### src/hdl/html_whitespace_minifier_assert.svh
// Assertion macros shared by the minifier RTL.
// Each macro expects clk_i and rst_ni in the scope where it is used.
`ifndef HTML_WHITESPACE_MINIFIER_ASSERT_SVH
`define HTML_WHITESPACE_MINIFIER_ASSERT_SVH

// The expression must hold at every clock edge out of reset.
`define HWM_ASSERT_ALWAYS(lbl, expr, msg) \
  lbl: assert property (@(posedge clk_i) disable iff (!rst_ni) (expr)) \
    else $error(msg);

// When the antecedent holds, the consequent must hold in the next cycle.
`define HWM_ASSERT_NEXT(lbl, ante, cons, msg) \
  lbl: assert property (@(posedge clk_i) disable iff (!rst_ni) (ante) |=> (cons)) \
    else $error(msg);

// When the antecedent holds, the consequent must hold in the same cycle.
`define HWM_ASSERT_SAME(lbl, ante, cons, msg) \
  lbl: assert property (@(posedge clk_i) disable iff (!rst_ni) (ante) |-> (cons)) \
    else $error(msg);

`endif

### src/hdl/hwm_pkg.sv
// Package for the HTML whitespace minifier: constants, keywords and item type.
// No dependencies; used by every module of the block.
`default_nettype none

package hwm_pkg;

  // Default lookahead window depth in bytes.
  localparam int unsigned LOOKAHEAD = 11;
  // Longest keyword the front end compares against.
  localparam int unsigned KW_MAX = 11;
  // Depth of the queue between the front end and the back end.
  localparam int unsigned QUEUE_DEPTH = 4;

  // Keywords, first character in the highest byte, padded with zeros below.
  localparam logic [8*KW_MAX-1:0] KW_COPEN   = {"<!--", 56'd0};
  localparam logic [8*KW_MAX-1:0] KW_CCLOSE  = {"-->", 64'd0};
  localparam logic [8*KW_MAX-1:0] KW_PRE_O   = {"<pre", 56'd0};
  localparam logic [8*KW_MAX-1:0] KW_TXT_O   = {"<textarea", 16'd0};
  localparam logic [8*KW_MAX-1:0] KW_CODE_O  = {"<code", 48'd0};
  localparam logic [8*KW_MAX-1:0] KW_PRE_C   = {"</pre>", 40'd0};
  localparam logic [8*KW_MAX-1:0] KW_TXT_C   = "</textarea>";
  localparam logic [8*KW_MAX-1:0] KW_CODE_C  = {"</code>", 32'd0};

  // Single characters the back end reacts to.
  localparam logic [7:0] CH_LT    = 8'h3C;
  localparam logic [7:0] CH_GT    = 8'h3E;
  localparam logic [7:0] CH_DQ    = 8'h22;
  localparam logic [7:0] CH_SQ    = 8'h27;
  localparam logic [7:0] CH_SPACE = 8'h20;

  // One classified byte, or the end-of-document marker, handed to the back end.
  typedef struct packed {
    logic [7:0] data;
    logic       c_open;   // "<!--" starts at this byte
    logic       c_close;  // "-->" starts at this byte
    logic       p_open;   // an opening preserved tag starts here
    logic       p_close;  // a closing preserved tag starts here
    logic       eod;      // end marker, carries no byte
  } hwm_item_t;

endpackage

`default_nettype wire

### src/hdl/html_whitespace_minifier.sv
// A byte's result passes from the window front via the queue to the output register. A
// byte reaches the window front when Lookahead-1 later bytes are accepted or at flush.
// Throughput: one byte per cycle unless the output stalls, set by the back-end update.
// After the last byte, the input stalls while up to Lookahead pending bytes and the end
// marker drain at one per cycle unless the output stalls. Reset is asynchronous, active
// low, and clears all control state; the window and queue payload hold no reset value.
`default_nettype none

module html_whitespace_minifier #(
  parameter int unsigned Lookahead = hwm_pkg::LOOKAHEAD
) (
  input  logic       clk_i,
  input  logic       rst_ni,
  input  logic       s_axis_tvalid,
  output logic       s_axis_tready,
  input  logic [7:0] s_axis_tdata,   // [7:0] in_byte
  input  logic       s_axis_tlast,   // is_last
  output logic       m_axis_tvalid,
  input  logic       m_axis_tready,
  output logic [7:0] m_axis_tdata,   // [7:0] out_byte
  output logic       m_axis_tuser,   // [0] has_byte
  output logic       m_axis_tlast    // end_of_doc
);
  import hwm_pkg::*;

  hwm_item_t fr_item;
  hwm_item_t q_item;
  logic      fr_push;
  logic      q_ready;
  logic      q_valid;
  logic      bk_pop;

  // Window and keyword classification.
  hwm_front #(
    .Lookahead (Lookahead)
  ) u_front (
    .clk_i         (clk_i),
    .rst_ni        (rst_ni),
    .s_axis_tvalid (s_axis_tvalid),
    .s_axis_tready (s_axis_tready),
    .s_axis_tdata  (s_axis_tdata),
    .s_axis_tlast  (s_axis_tlast),
    .item_push_o   (fr_push),
    .item_o        (fr_item),
    .item_ready_i  (q_ready)
  );

  // Decoupling queue.
  hwm_fifo u_fifo (
    .clk_i   (clk_i),
    .rst_ni  (rst_ni),
    .push_i  (fr_push),
    .data_i  (fr_item),
    .ready_o (q_ready),
    .valid_o (q_valid),
    .data_o  (q_item),
    .pop_i   (bk_pop)
  );

  // Minifier state and output register.
  hwm_back u_back (
    .clk_i         (clk_i),
    .rst_ni        (rst_ni),
    .item_valid_i  (q_valid),
    .item_i        (q_item),
    .item_pop_o    (bk_pop),
    .m_axis_tvalid (m_axis_tvalid),
    .m_axis_tready (m_axis_tready),
    .m_axis_tdata  (m_axis_tdata),
    .m_axis_tuser  (m_axis_tuser),
    .m_axis_tlast  (m_axis_tlast)
  );

endmodule

`default_nettype wire

### src/hdl/hwm_fifo.sv
// Short queue of classified items between the front end and the back end.
// Depends on hwm_pkg for the item type and the queue depth.
`default_nettype none
`include "html_whitespace_minifier_assert.svh"

module hwm_fifo (
  input  logic              clk_i,
  input  logic              rst_ni,
  input  logic              push_i,
  input  hwm_pkg::hwm_item_t data_i,
  output logic              ready_o,
  output logic              valid_o,
  output hwm_pkg::hwm_item_t data_o,
  input  logic              pop_i
);
  import hwm_pkg::*;

  localparam int unsigned PtrW = $clog2(QUEUE_DEPTH);
  localparam int unsigned CntW = $clog2(QUEUE_DEPTH + 1);

  hwm_item_t       mem_q [QUEUE_DEPTH];
  logic [PtrW-1:0] wptr_q, wptr_d;
  logic [PtrW-1:0] rptr_q, rptr_d;
  logic [CntW-1:0] cnt_q, cnt_d;
  logic            do_push, do_pop;

  assign ready_o = (cnt_q != CntW'(QUEUE_DEPTH));
  assign valid_o = (cnt_q != '0);
  assign data_o  = mem_q[rptr_q];
  assign do_push = push_i && ready_o;
  assign do_pop  = pop_i && valid_o;

  // Pointer and occupancy update.
  always_comb begin
    wptr_d = wptr_q;
    rptr_d = rptr_q;
    if (do_push) begin
      wptr_d = (wptr_q == PtrW'(QUEUE_DEPTH - 1)) ? '0 : wptr_q + 1'b1;
    end
    if (do_pop) begin
      rptr_d = (rptr_q == PtrW'(QUEUE_DEPTH - 1)) ? '0 : rptr_q + 1'b1;
    end
    cnt_d = cnt_q + CntW'(do_push) - CntW'(do_pop);
  end

  always_ff @(posedge clk_i or negedge rst_ni) begin
    if (!rst_ni) begin
      wptr_q <= '0;
      rptr_q <= '0;
      cnt_q  <= '0;
    end else begin
      wptr_q <= wptr_d;
      rptr_q <= rptr_d;
      cnt_q  <= cnt_d;
    end
  end

  // Storage is payload only and needs no reset.
  always_ff @(posedge clk_i) begin
    if (do_push) begin
      mem_q[wptr_q] <= data_i;
    end
  end

  `HWM_ASSERT_ALWAYS(a_cnt_range, cnt_q <= CntW'(QUEUE_DEPTH), "queue count beyond depth")

endmodule

`default_nettype wire

### src/hdl/hwm_front.sv
// Front end: lookahead window, keyword matching and document flush.
// Depends on hwm_pkg for keywords and the item type.
`default_nettype none
`include "html_whitespace_minifier_assert.svh"

module hwm_front #(
  parameter int unsigned Lookahead = hwm_pkg::LOOKAHEAD
) (
  input  logic              clk_i,
  input  logic              rst_ni,
  input  logic              s_axis_tvalid,
  output logic              s_axis_tready,
  input  logic [7:0]        s_axis_tdata,   // [7:0] in_byte
  input  logic              s_axis_tlast,   // is_last
  output logic              item_push_o,
  output hwm_pkg::hwm_item_t item_o,
  input  logic              item_ready_i
);
  import hwm_pkg::*;

  localparam int unsigned FillW = $clog2(Lookahead + 1);

  // Does the keyword of length len start at the window front?
  function automatic logic kw_hit(input logic [8*KW_MAX-1:0] win,
                                  input logic [KW_MAX-1:0]   vld,
                                  input logic [8*KW_MAX-1:0] kw,
                                  input int unsigned         len,
                                  input logic                fold);
    logic       hit;
    logic [7:0] c;
    hit = 1'b1;
    for (int unsigned i = 0; i < KW_MAX; i++) begin
      if (i < len) begin
        c = win[8*i +: 8];
        if (fold && (c inside {[8'h41:8'h5A]})) begin
          c = c + 8'd32;
        end
        hit = hit && vld[i] && (c == kw[8*(KW_MAX-1-i) +: 8]);
      end
    end
    return hit;
  endfunction

  logic [7:0]       win_q [Lookahead];
  logic [7:0]       win_d [Lookahead];
  logic [FillW-1:0] fill_q, fill_d;
  logic             flush_q, flush_d;
  logic             full, have_front, pop, push_end, acc;
  logic [FillW-1:0] wpos;
  logic [8*KW_MAX-1:0] front_win;
  logic [KW_MAX-1:0]   front_vld;

  // Handshake and window control.
  assign full          = (fill_q == FillW'(Lookahead));
  assign have_front    = full || (flush_q && (fill_q != '0));
  assign pop           = have_front && item_ready_i;
  assign push_end      = flush_q && (fill_q == '0) && item_ready_i;
  assign s_axis_tready = !flush_q && (!full || pop);
  assign acc           = s_axis_tvalid && s_axis_tready;
  assign wpos          = fill_q - FillW'(pop);
  assign item_push_o   = pop || push_end;

  // Front bytes and their valid bits for the keyword compares.
  always_comb begin
    for (int unsigned i = 0; i < KW_MAX; i++) begin
      front_win[8*i +: 8] = win_q[i];
      front_vld[i]        = (FillW'(i) < fill_q);
    end
  end

  // Classify the byte at the window front; the end marker carries no byte.
  always_comb begin
    item_o.data    = push_end ? 8'h00 : win_q[0];
    item_o.c_open  = kw_hit(front_win, front_vld, KW_COPEN, 4, 1'b0);
    item_o.c_close = kw_hit(front_win, front_vld, KW_CCLOSE, 3, 1'b0);
    item_o.p_open  = kw_hit(front_win, front_vld, KW_PRE_O, 4, 1'b1)
                  || kw_hit(front_win, front_vld, KW_TXT_O, 9, 1'b1)
                  || kw_hit(front_win, front_vld, KW_CODE_O, 5, 1'b1);
    item_o.p_close = kw_hit(front_win, front_vld, KW_PRE_C, 6, 1'b1)
                  || kw_hit(front_win, front_vld, KW_TXT_C, 11, 1'b1)
                  || kw_hit(front_win, front_vld, KW_CODE_C, 7, 1'b1);
    item_o.eod     = push_end;
  end

  // Shift on pop and write the accepted byte behind the last pending one.
  always_comb begin
    for (int unsigned i = 0; i < Lookahead; i++) begin
      win_d[i] = win_q[i];
      if (pop && (i < Lookahead - 1)) begin
        win_d[i] = win_q[i+1];
      end
      if (acc && (FillW'(i) == wpos)) begin
        win_d[i] = s_axis_tdata;
      end
    end
    fill_d  = fill_q - FillW'(pop) + FillW'(acc);
    flush_d = flush_q;
    if (acc && s_axis_tlast) begin
      flush_d = 1'b1;
    end else if (push_end) begin
      flush_d = 1'b0;
    end
  end

  always_ff @(posedge clk_i or negedge rst_ni) begin
    if (!rst_ni) begin
      fill_q  <= '0;
      flush_q <= 1'b0;
    end else begin
      fill_q  <= fill_d;
      flush_q <= flush_d;
    end
  end

  always_ff @(posedge clk_i) begin
    win_q <= win_d;
  end

  `HWM_ASSERT_ALWAYS(a_fill_range, fill_q <= FillW'(Lookahead), "window fill beyond depth")
  `HWM_ASSERT_NEXT(a_last_flush, acc && s_axis_tlast, flush_q && !s_axis_tready,
                   "no flush after the last byte")
  `HWM_ASSERT_SAME(a_end_empty, item_push_o && item_o.eod, fill_q == '0,
                   "end marker sent with bytes pending")

endmodule

`default_nettype wire

### src/hdl/hwm_back.sv
// Back end: comment, preserve, tag, quote and whitespace state plus output register.
// Depends on hwm_pkg for the item type and character codes.
`default_nettype none
`include "html_whitespace_minifier_assert.svh"

module hwm_back (
  input  logic              clk_i,
  input  logic              rst_ni,
  input  logic              item_valid_i,
  input  hwm_pkg::hwm_item_t item_i,
  output logic              item_pop_o,
  output logic              m_axis_tvalid,
  input  logic              m_axis_tready,
  output logic [7:0]        m_axis_tdata,   // [7:0] out_byte
  output logic              m_axis_tuser,   // has_byte
  output logic              m_axis_tlast    // end_of_doc
);
  import hwm_pkg::*;

  logic [1:0] skip_q, skip_d;
  logic       comment_q, comment_d;
  logic       preserve_q, preserve_d;
  logic       tag_q, tag_d;
  logic       quote_q, quote_d;
  logic [7:0] qmark_q, qmark_d;
  logic       space_q, space_d;
  logic       ovalid_q, ovalid_d;
  logic [7:0] obyte_q, obyte_d;
  logic       ohas_q, ohas_d;
  logic       oeod_q, oeod_d;
  logic       emit;
  logic [7:0] ebyte;
  logic [7:0] c;
  logic       pres;

  assign item_pop_o    = item_valid_i && (!ovalid_q || m_axis_tready);
  assign c             = item_i.data;
  assign m_axis_tvalid = ovalid_q;
  assign m_axis_tdata  = obyte_q;
  assign m_axis_tuser  = ohas_q;
  assign m_axis_tlast  = oeod_q;

  // Handle one request from the queue and decide what it emits.
  always_comb begin
    skip_d     = skip_q;
    comment_d  = comment_q;
    preserve_d = preserve_q;
    tag_d      = tag_q;
    quote_d    = quote_q;
    qmark_d    = qmark_q;
    space_d    = space_q;
    emit       = 1'b0;
    ebyte      = c;
    pres       = preserve_q;
    if (item_i.eod) begin
      // End of document: emit the marker and return to reset state.
      skip_d     = '0;
      comment_d  = 1'b0;
      preserve_d = 1'b0;
      tag_d      = 1'b0;
      quote_d    = 1'b0;
      qmark_d    = '0;
      space_d    = 1'b0;
      emit       = 1'b1;
      ebyte      = 8'h00;
    end else if (skip_q != '0) begin
      skip_d = skip_q - 2'd1;
    end else if (!quote_q && item_i.c_open) begin
      comment_d = 1'b1;
      skip_d    = 2'd3;
    end else if (comment_q && item_i.c_close) begin
      comment_d = 1'b0;
      skip_d    = 2'd2;
    end else if (!comment_q) begin
      if (item_i.p_open) begin
        pres = 1'b1;
      end
      if (item_i.p_close) begin
        pres = 1'b0;
      end
      preserve_d = pres;
      if (pres) begin
        emit = 1'b1;
      end else if ((c == CH_LT) || (c == CH_GT)) begin
        tag_d   = (c == CH_LT);
        space_d = 1'b0;
        emit    = 1'b1;
      end else begin
        // Quote tracking inside a tag; a quote left open survives the tag end.
        if (tag_q && ((c == CH_DQ) || (c == CH_SQ))) begin
          if (!quote_q) begin
            quote_d = 1'b1;
            qmark_d = c;
          end else if (c == qmark_q) begin
            quote_d = 1'b0;
          end
        end
        if (tag_q && quote_d) begin
          emit = 1'b1;
        end else if (c inside {8'h20, 8'h09, 8'h0A, 8'h0B, 8'h0C, 8'h0D}) begin
          if (!space_q) begin
            space_d = 1'b1;
            emit    = 1'b1;
            ebyte   = CH_SPACE;
          end
        end else begin
          space_d = 1'b0;
          emit    = 1'b1;
        end
      end
    end
  end

  // Output register: loads on a popped request, drains when taken.
  always_comb begin
    ovalid_d = ovalid_q;
    obyte_d  = obyte_q;
    ohas_d   = ohas_q;
    oeod_d   = oeod_q;
    if (item_pop_o) begin
      ovalid_d = emit;
      obyte_d  = ebyte;
      ohas_d   = !item_i.eod;
      oeod_d   = item_i.eod;
    end else if (m_axis_tready) begin
      ovalid_d = 1'b0;
    end
  end

  always_ff @(posedge clk_i or negedge rst_ni) begin
    if (!rst_ni) begin
      skip_q     <= '0;
      comment_q  <= 1'b0;
      preserve_q <= 1'b0;
      tag_q      <= 1'b0;
      quote_q    <= 1'b0;
      qmark_q    <= '0;
      space_q    <= 1'b0;
      ovalid_q   <= 1'b0;
    end else begin
      ovalid_q <= ovalid_d;
      if (item_pop_o) begin
        skip_q     <= skip_d;
        comment_q  <= comment_d;
        preserve_q <= preserve_d;
        tag_q      <= tag_d;
        quote_q    <= quote_d;
        qmark_q    <= qmark_d;
        space_q    <= space_d;
      end
    end
  end

  always_ff @(posedge clk_i) begin
    obyte_q <= obyte_d;
    ohas_q  <= ohas_d;
    oeod_q  <= oeod_d;
  end

  `HWM_ASSERT_SAME(a_marker_bare, m_axis_tvalid && m_axis_tlast,
                   !m_axis_tuser && (m_axis_tdata == 8'h00), "end marker carries a byte")
  `HWM_ASSERT_NEXT(a_marker_clears, item_pop_o && item_i.eod,
                   !comment_q && !preserve_q && !quote_q && (skip_q == '0),
                   "state not cleared after end marker")

endmodule

`default_nettype wire

### config.mk
export PLATFORM = sky130hd
export DESIGN_NAME = html_whitespace_minifier
export DESIGN_NICKNAME = d
export VERILOG_FILES = /design/src/hdl/hwm_pkg.sv /design/src/hdl/html_whitespace_minifier.sv /design/src/hdl/hwm_fifo.sv /design/src/hdl/hwm_front.sv /design/src/hdl/hwm_back.sv
export VERILOG_INCLUDE_DIRS = /design/src /design/src/hdl
export SDC_FILE = /design/constraint.sdc
export NUM_CORES = 1
export LEC_CHECK = 0
export BUFFER_PORTS_ARGS = -buffer_cell sky130_fd_sc_hd__buf_2
export CAP_MARGIN = 15
export CORE_ASPECT_RATIO = 1.5
export CORE_UTILIZATION = 45
export CTS_CLUSTER_DIAMETER = 30
export DETAILED_ROUTE_END_ITERATION = 8
export PLACE_DENSITY = 0.59
export RECOVER_POWER = 25
export SETUP_SLACK_MARGIN = 0.15
export SLEW_MARGIN = 20
export SYNTH_ARGS = -nofsm -noshare
export SYNTH_HDL_FRONTEND = slang
export SYNTH_SLANG_ARGS = --single-unit
### constraint.sdc
create_clock -name clk_i -period 3.25 [get_ports clk_i]
set_clock_uncertainty 0.1 [all_clocks]
set_input_delay 0 -clock clk_i [delete_from_list [all_inputs] [get_ports clk_i]]
set_output_delay 0 -clock clk_i [all_outputs]
set_load 0.01 [all_outputs]
==> results by group, run 1 <==
Pwr
  – Leakage: 3.65 nW
  – VDD IR max: 0.478 mV
  – Pwr Density: 1120 nW/um^2

Run status
  – Status: finished, violations left
  – Failing checks: max-capacitance violations, max-slew violations

Routing
  – DRT Pass-1 Iters: 6
  – DR WL met2: 12,100 um
  – Residual DRC: 0
  – Wl on met1: 8090 um
  – Detailed-route via count: 5,956
  – Wire length on met3: 900 um
  – Initial DRC count: 451
  – Detail Route Antenna Nets: 0
  – DR WL/cell: 21.6 um
  – Vias/cell: 5.89
  – Uppermost layer routed: met4
  – Routed Wire Length: 21,900 um

Setup path
  – Setup crit start kind: register
  – Crit path DAT: 3.13 ns
  – RR Startpoint: u_front.fill_q[3]
  – Critical path required time: 3.34 ns
  – Critical-path maximum fanout: 6
  – Worst R2R End: u_front.front_win[77]
  – Worst r2r path cells: 13
  – R2R setup slack: 0.21 ns
  – WS Path Type: register to register
  – Crit end category: register

Synth
  – Cell taking the most area after synthesis: edfxtp_1
  – EDFF count, synth: 150
  – Top cell types by occurrence after synthesis: edfxtp_1, mux2_2, nand2_1, inv_1, nor2_1
  – Mapped Cells: 677
  – Syn Area/Cell: 13.2 um^2
  – Main synth FF type: edfxtp_1
  – Seq/Total Area, Yosys: 0.584
  – Asr flop ratio synth: 0.157
  – Cell area after synthesis: 8910 um^2
  – Seq cells post-synth: 178
  – Top post-synthesis cells by area: edfxtp_1, mux2_2, dfrtp_1
  – Count leader, synth: edfxtp_1
  – Yosys Warn Count: 0
  – Top cell type's share of synthesized area: 0.505
  – Post-Syn Nets: 712
  – Cell variety after synth: 67

STA
  – Slew @ Worst Pin: 1.65 ns
  – Max Fclk: 329 MHz
  – WHS: 0.356 ns
  – RSZ-0062 raised after global routing: no
  – Setup WS post-layout: 0.207 ns
  – Pins Over Slew Limit: 29
  – Minimum clock period: 3.04 ns
  – Final hold viol count: 0
  – Final Cycle Share: 0.936
  – Slew Limit Headroom: -0.100
  – Setup Viol. Count Final: 0

Place
  – Post-placement setup slack: -0.0703 ns
  – Placer Congestion: 0.933
  – PortBufs: 24
  – Detailed Place HPWL: 15,900 um
  – DP Cell Count: 961

Finish
  – Multi-input logic area: 3660 um^2
  – Final core occ: 0.536
  – Fill cell count: 1,695
  – Fin cells: 1,012
  – Fin nets: 778
  – Ant diodes: 0
  – Share of cells above drive strength 1: 0.247
  – Register Area: 5210 um^2
  – Layout area overhead: 15.7%

Floorplan
  – Die H: 174 um
  – Initial Utilization: 0.463
  – Die area: 20,400 um^2
  – Core footprint: 19,200 um^2
  – IO Count: 25
  – Number of cell rows: 62
  – Die Width: 117 um

GRT
  – Initial antenna violation count: 0
  – Vias in the first global route: 6,107
  – Overflow after GRT: 0
  – Pin count of the biggest net entering global routing: 29
  – First-pass GRT wire length: 33,700 um
  – GR Util All Layers: 0.225

Worst hold path
  – Hold Startpoint: m_axis_tready
  – Hold Path Cell Cnt: 4
  – Hold Path End: u_back.m_axis_tvalid
  – Hold/Removal Path Class: input port to register

Clock network
  – Max clock buf depth: 2
  – Root Buffer: clkbuf_16
  – Total CTS buffers: 17
  – Clock Pin Slew Worst Setup and Hold Paths: 0.08 ns
  – Skew-Pair Late Insertion Delay: 0.44 ns
  – CTS tree: done
  – H-tree levels: 4
  – Sink Count: 178

Flow run
  – Max-Cap Viols: 1
report_power, final:
group / total, W / switching [W] / internal, W
clock network: 0.00206 / 0.000971 / 0.00109
logic: 0.00454 / 0.00258 / 0.00196
registers: 0.00500 / 0.000950 / 0.00405
total: 0.0116 / 0.00450 / 0.00710
per-layer routing:
metal  GRT usage  vias up
met4       0.105        0
met1       0.237     2951
met3      0.0495       62
met2       0.413      201
met5           0        -
li1            -     2742
sequential cells by signal, indices dropped and copies added (netlist names), 2 cells and up:
signal / count
u_fifo.rptr_q: 2
u_back.m_axis_tdata: 8
u_fifo.cnt_q: 3
u_back.skip_q: 2
u_front.front_win: 88
u_fifo.mem_q: 52
u_fifo.wptr_q: 2
u_front.fill_q: 4
u_back.qmark_q: 8
metrics by stage:
step	instance area, um^2	setup TNS [ns]	power (W)
finish	10300	0	0.0116
global route	10300	0	0.0123
CTS	10200	0	0.0113
detailed placement	9450	-1.87	0.00919
global placement	9450	0	0.00904
floorplan	8930	0	0.00766
critical path: stages, from the launching register on:
cell     delay [ns]
dfrtp_1        0.41
inv_1          0.10
nand2_1        0.07
o21ai_0        0.13
o21ai_0        0.10
nand2_1        0.10
inv_2          0.07
ha_4           0.18
ha_4           0.20
nor3_2         0.18
a21oi_2        0.08
o32a_1         0.31
or3_4          0.46
mux2_2         0.30
worst max-delay path by stage:
stage,start,to,slack [ns],depth (start not counted)
3_3_place_gp,u_front.fill_q[3],u_front.front_win[61],0.01,13
3_5_place_dp,u_front.fill_q[3],u_front.front_win[44],-0.07,13
6_report,u_front.fill_q[3],u_front.front_win[77],0.21,13
4_1_cts,u_front.fill_q[3],u_front.front_win[37],0.19,13
2_1_floorplan,u_front.fill_q[3],u_front.front_win[64],0.11,13
5_1_grt,u_front.fill_q[3],u_front.front_win[73],0.12,13
kinds of logic (layout without fill, tap and decap cells):
kind of cell / count (synthesis) / after routing / synth area share
AND/OR/NAND/NOR: 220 / 221 / 0.138
AO/OA/AOI/OAI: 95 / 95 / 0.0729
multiplexers: 96 / 96 / 0.136
XOR/XNOR: 14 / 14 / 0.0138
buffers and inverters: 51 / 129 / 0.0227
adder cells (fa/ha/maj): 23 / 23 / 0.0328
flip-flops: 178 / 178 / 0.584
what timing repair did:
action	4_1_cts	5_1_grt
endpoints found under the setup margin	117	163
gates resized for setup	14	25
hold endpoints to repair	40	0
buffers inserted	0	5
cloned	0	1
hold buffers	13	0
pin swaps	0	4
layout make-up:
type                    instances  share of cell area
clock buffers                  17              0.0413
clock inverters                15              0.0155
inverters                      33              0.0124
multi-input cells             449               0.355
flip-flops and latches        178               0.505
well taps                     256              0.0311
repair buffers                 64              0.0399
placed cells by master, fill, tap and decap left out, drive strengths merged, types with 4 or more instances in the layout:
cell         count
nand4           12
a21o             7
nor2            29
o21ai           23
nor3b            9
and2            18
mux4            11
clkinv           4
dfrtp           28
a2111oi          4
edfxtp         150
o22ai            6
a31oi            4
inv             42
dlygate4sd3     13
o2111ai          5
o21bai           6
buf             26
xnor2           14
clkbuf          42
or4              6
nand2           52
nand3            8
mux2            80
nand4b           7
nor3            17
nor4            14
nand3b           4
ha              21
or3              5
nor2b           13
nand2b           9
mux2i            5
a21oi           18
Note: power is estimated with default switching activity, not from simulation.
==> run 2: changes to the inputs <==
==> constraint.sdc (replaced) <==
create_clock -name clk_i -period 3.25 [get_ports clk_i]
set_clock_uncertainty 0.1 [all_clocks]
set_input_delay 0.325 -clock clk_i [delete_from_list [all_inputs] [get_ports clk_i]]
set_output_delay 0.325 -clock clk_i [all_outputs]
set_load 0.01 [all_outputs]
==> run 2 against run 1 <==
  * The flow still finishes with violations (max-capacitance violations, max-slew violations)
  * Flip-flop and latch count unchanged
  * Highest routed layer unchanged
  * Utilization is 0.62 points lower
  * Non-clock buffer count shrank 12
  * Critical endpoint is now u_fifo.mem_q[0][2]
  * Cell area fell by 1.2%
  * Routed wire length down 0.21%
  * Global-route usage is essentially flat
  * Sequential power about the same
  * First-iteration DRC count rose by 16%
==> results by group, run 2 (synthesis gave the netlist of run 1 again) <==
Run status
  – Status: finished, violations left
  – Failing checks: max-capacitance violations, max-slew violations

Setup path
  – Worst r2r path cells: 7 (-6)
  – Crit end category: register
  – Max stage delay on crit path: 0.60 ns (+0.14 ns)
  – Critical-path maximum fanout: 5 (-1)
  – R2R setup slack: 0.20 ns (about the same)
  – Worst R2R End: u_fifo.mem_q[0][2]
  – Setup crit start kind: register
  – Buf+Inv Stages, Crit Path: 0 (-2)
  – CP delay by family, top: simple AND/OR/NAND/NOR gates
  – Worst-path cell chain: or4b_1, nor4_1, o2111a_1, o2111ai_1, nor3_1, a21oi_1, o22ai_1
  – WS Path Type: register to register
  – Critical path required time: 3.32 ns (-0.02 ns)
  – Slowest CP cell: or4b_1
  – Crit path DAT: 3.12 ns (about the same)
  – RR Startpoint: u_front.front_win[51]

Place
  – Post-placement setup slack: -0.0703 ns (unchanged)
  – PortBufs: 24 (unchanged)
  – Detailed Place HPWL: 15,900 um (unchanged)
  – Placer Congestion: 0.933 (unchanged)
  – Placed Area: 9450 um^2 (unchanged)

GRT
  – Overflow after GRT: 0 (unchanged)
  – GR Util All Layers: 0.225 (about the same)
  – Pin count of the biggest net entering global routing: 29 (unchanged)
  – First-pass GRT wire length: 33,600 um (-0.12%)
  – Initial antenna violation count: 0 (unchanged)
  – Vias in the first global route: 6,078 (-0.47%)

STA
  – RSZ-0062 raised after global routing: no
  – Pins Over Slew Limit: 29 (unchanged)
  – Max Fclk: 328 MHz (-0.27%)
  – Slew Limit Headroom: -0.0960 (+0.00438)
  – Slew @ Worst Pin: 1.64 ns (-0.00657 ns)
  – WHS: 0.0367 ns (-0.319 ns)
  – Final Cycle Share: 0.939 (+0.00258)
  – Final hold viol count: 0 (unchanged)
  – Setup Viol. Count Final: 0 (unchanged)
  – Minimum clock period: 3.05 ns (+0.00838 ns)
  – Setup WS post-layout: 0.199 ns (-0.00838 ns)

Finish
  – Finished Cell Area: 10,200 um^2 (-1.2%)
  – Commonest cells after routing, fill and taps aside: edfxtp_1, mux2_2, nand2_1, inv_1, nor2_1
  – Share of cells above drive strength 1: 0.253 (+0.00533)
  – Commonest non-fill, non-tap cell in the layout: edfxtp_1
  – Number of flip-flops in the largest register: 88 (unchanged)
  – Fill cell count: 1,701 (+0.35%)
  – Layout area overhead: 14.3%
  – Fin nets: 766 (-1.5%)
  – Ant diodes: 0 (unchanged)

Routing
  – DRT Pass-1 Iters: 5 (-1)
  – Detail Route Antenna Nets: 0 (unchanged)
  – DR WL/cell: 21.8 um (+0.98%)
  – Residual DRC: 0 (unchanged)
  – Routed Wire Length: 21,800 um (-0.21%)
  – Detailed-route via count: 5,879 (-1.3%)
  – Initial DRC count: 523 (+16%)
  – Vias/cell: 5.88 (-0.11%)

Floorplan
  – Core footprint: 19,200 um^2 (unchanged)
  – Die Width: 117 um (unchanged)
  – Initial Utilization: 0.463 (unchanged)
  – Number of cell rows: 62 (unchanged)
  – Die area: 20,400 um^2 (unchanged)
  – Die H: 174 um (unchanged)
  – IO Count: 25 (unchanged)

Worst hold path
  – Hold/Removal Path Class: input port to register
  – Hold Path End: u_front.flush_q
  – Hold Startpoint: s_axis_tlast
  – Hold Path Cell Cnt: 2 (-2)

Pwr
  – VDD IR max: 0.477 mV (-0.13%)
  – Leakage: 3.61 nW (-1.3%)
  – Pwr Density: 1140 nW/um^2 (+0.98%)
  – P_sw: 0.00449 W (-0.14%)
  – Clock power frac: 0.178 (about the same)
  – Combinational fraction of design power: 0.391 (about the same)
  – Sw frac: 0.388 (about the same)
  – Internal cell power: 0.00708 W (-0.21%)
  – Sequential share of power: 0.431 (about the same)

Clock network
  – Max clock buf depth: 2 (unchanged)
  – CTS tree: done
  – Clock Pin Slew Worst Setup and Hold Paths: 0.07 ns (about the same)
  – Skew-Pair Late Insertion Delay: 0.44 ns (about the same)
  – Total CTS buffers: 17 (unchanged)
  – Root Buffer: clkbuf_16
  – H-tree levels: 4 (unchanged)
  – Sink Count: 178 (unchanged)

Flow run
  – Max-Cap Viols: 1 (unchanged)
-- run 2: changes by cell type in the layout (fill, tap and decap cells not counted) --
cell | before | now
dlygate4sd3_1 | 13 | 1
buf_2 | 3 | 4
clkbuf_1 | 25 | 24
-- run 2: through the flow --
stage	util	cells	power [W]	TNS [ns]
floorplan	-	677	0.00766	0
global placement	0.491	961	0.00904	0
detailed placement	0.491	961	0.00919	-1.87
CTS	0.524	994	0.0113	0
global route	0.530	1000	0.0122	0
finish	0.530	1000	0.0116	0
-- run 2: metal layers --
metal,global-route usage,vias to the layer above,part of all wire
li1,-,2724,-
met3,0.0495,54,0.042
met2,0.412,188,0.55
met5,0,-,0
met4,0.105,0,0.034
met1,0.238,2913,0.37
-- run 2: what timing repair did --
action                     CTS  global route
setup endpoints to repair  117           163
cloned                       0             1
gates resized for setup     14            25
hold buffers                 1             0
hold endpoints to repair    28             0
setup buffers                0             5
pin swaps                    0             4
-- run 2: worst max-delay path by stage --
stage / start / endpoint / slack, ns / cells after the start
after CTS: u_front.fill_q[3] / u_front.front_win[37] / 0.19 / 13
after floorplan: u_front.fill_q[3] / u_front.front_win[64] / 0.11 / 13
after detailed placement: u_front.fill_q[3] / u_front.front_win[44] / -0.07 / 13
after global routing: u_front.fill_q[3] / u_front.front_win[73] / 0.12 / 13
final: u_front.front_win[51] / u_fifo.mem_q[0][2] / 0.20 / 7
after global placement: u_front.fill_q[3] / u_front.front_win[61] / 0.01 / 13
-- run 2: worst register-to-register path, cell delays in order, from the launching register on --
cell and delay (ns):
edfxtp_1 0.48, or4b_1 0.60, nor4_1 0.34, o2111a_1 0.30
o2111ai_1 0.17, nor3_1 0.23, a21oi_1 0.11, o22ai_1 0.46
-- run 2: layout make-up --
class | count | area, um^2 | share of cell area
flip-flops and latches | 178 | 5210 | 0.511
clock inverters | 15 | 160 | 0.0157
clock buffers | 17 | 425 | 0.0417
inverters | 33 | 128 | 0.0125
repair buffers | 52 | 293 | 0.0287
well taps | 256 | 320 | 0.0314
multi-input cells | 449 | 3660 | 0.359
-- run 2: power by group through the flow --
stage,combinational (W),clock [W],sequential [W]
floorplan,0.00305,0,0.00461
global placement,0.00405,0,0.00498
detailed placement,0.00418,0,0.00502
CTS,0.00426,0.00210,0.00497
global route,0.00495,0.00218,0.00511
finish,0.00452,0.00206,0.00499
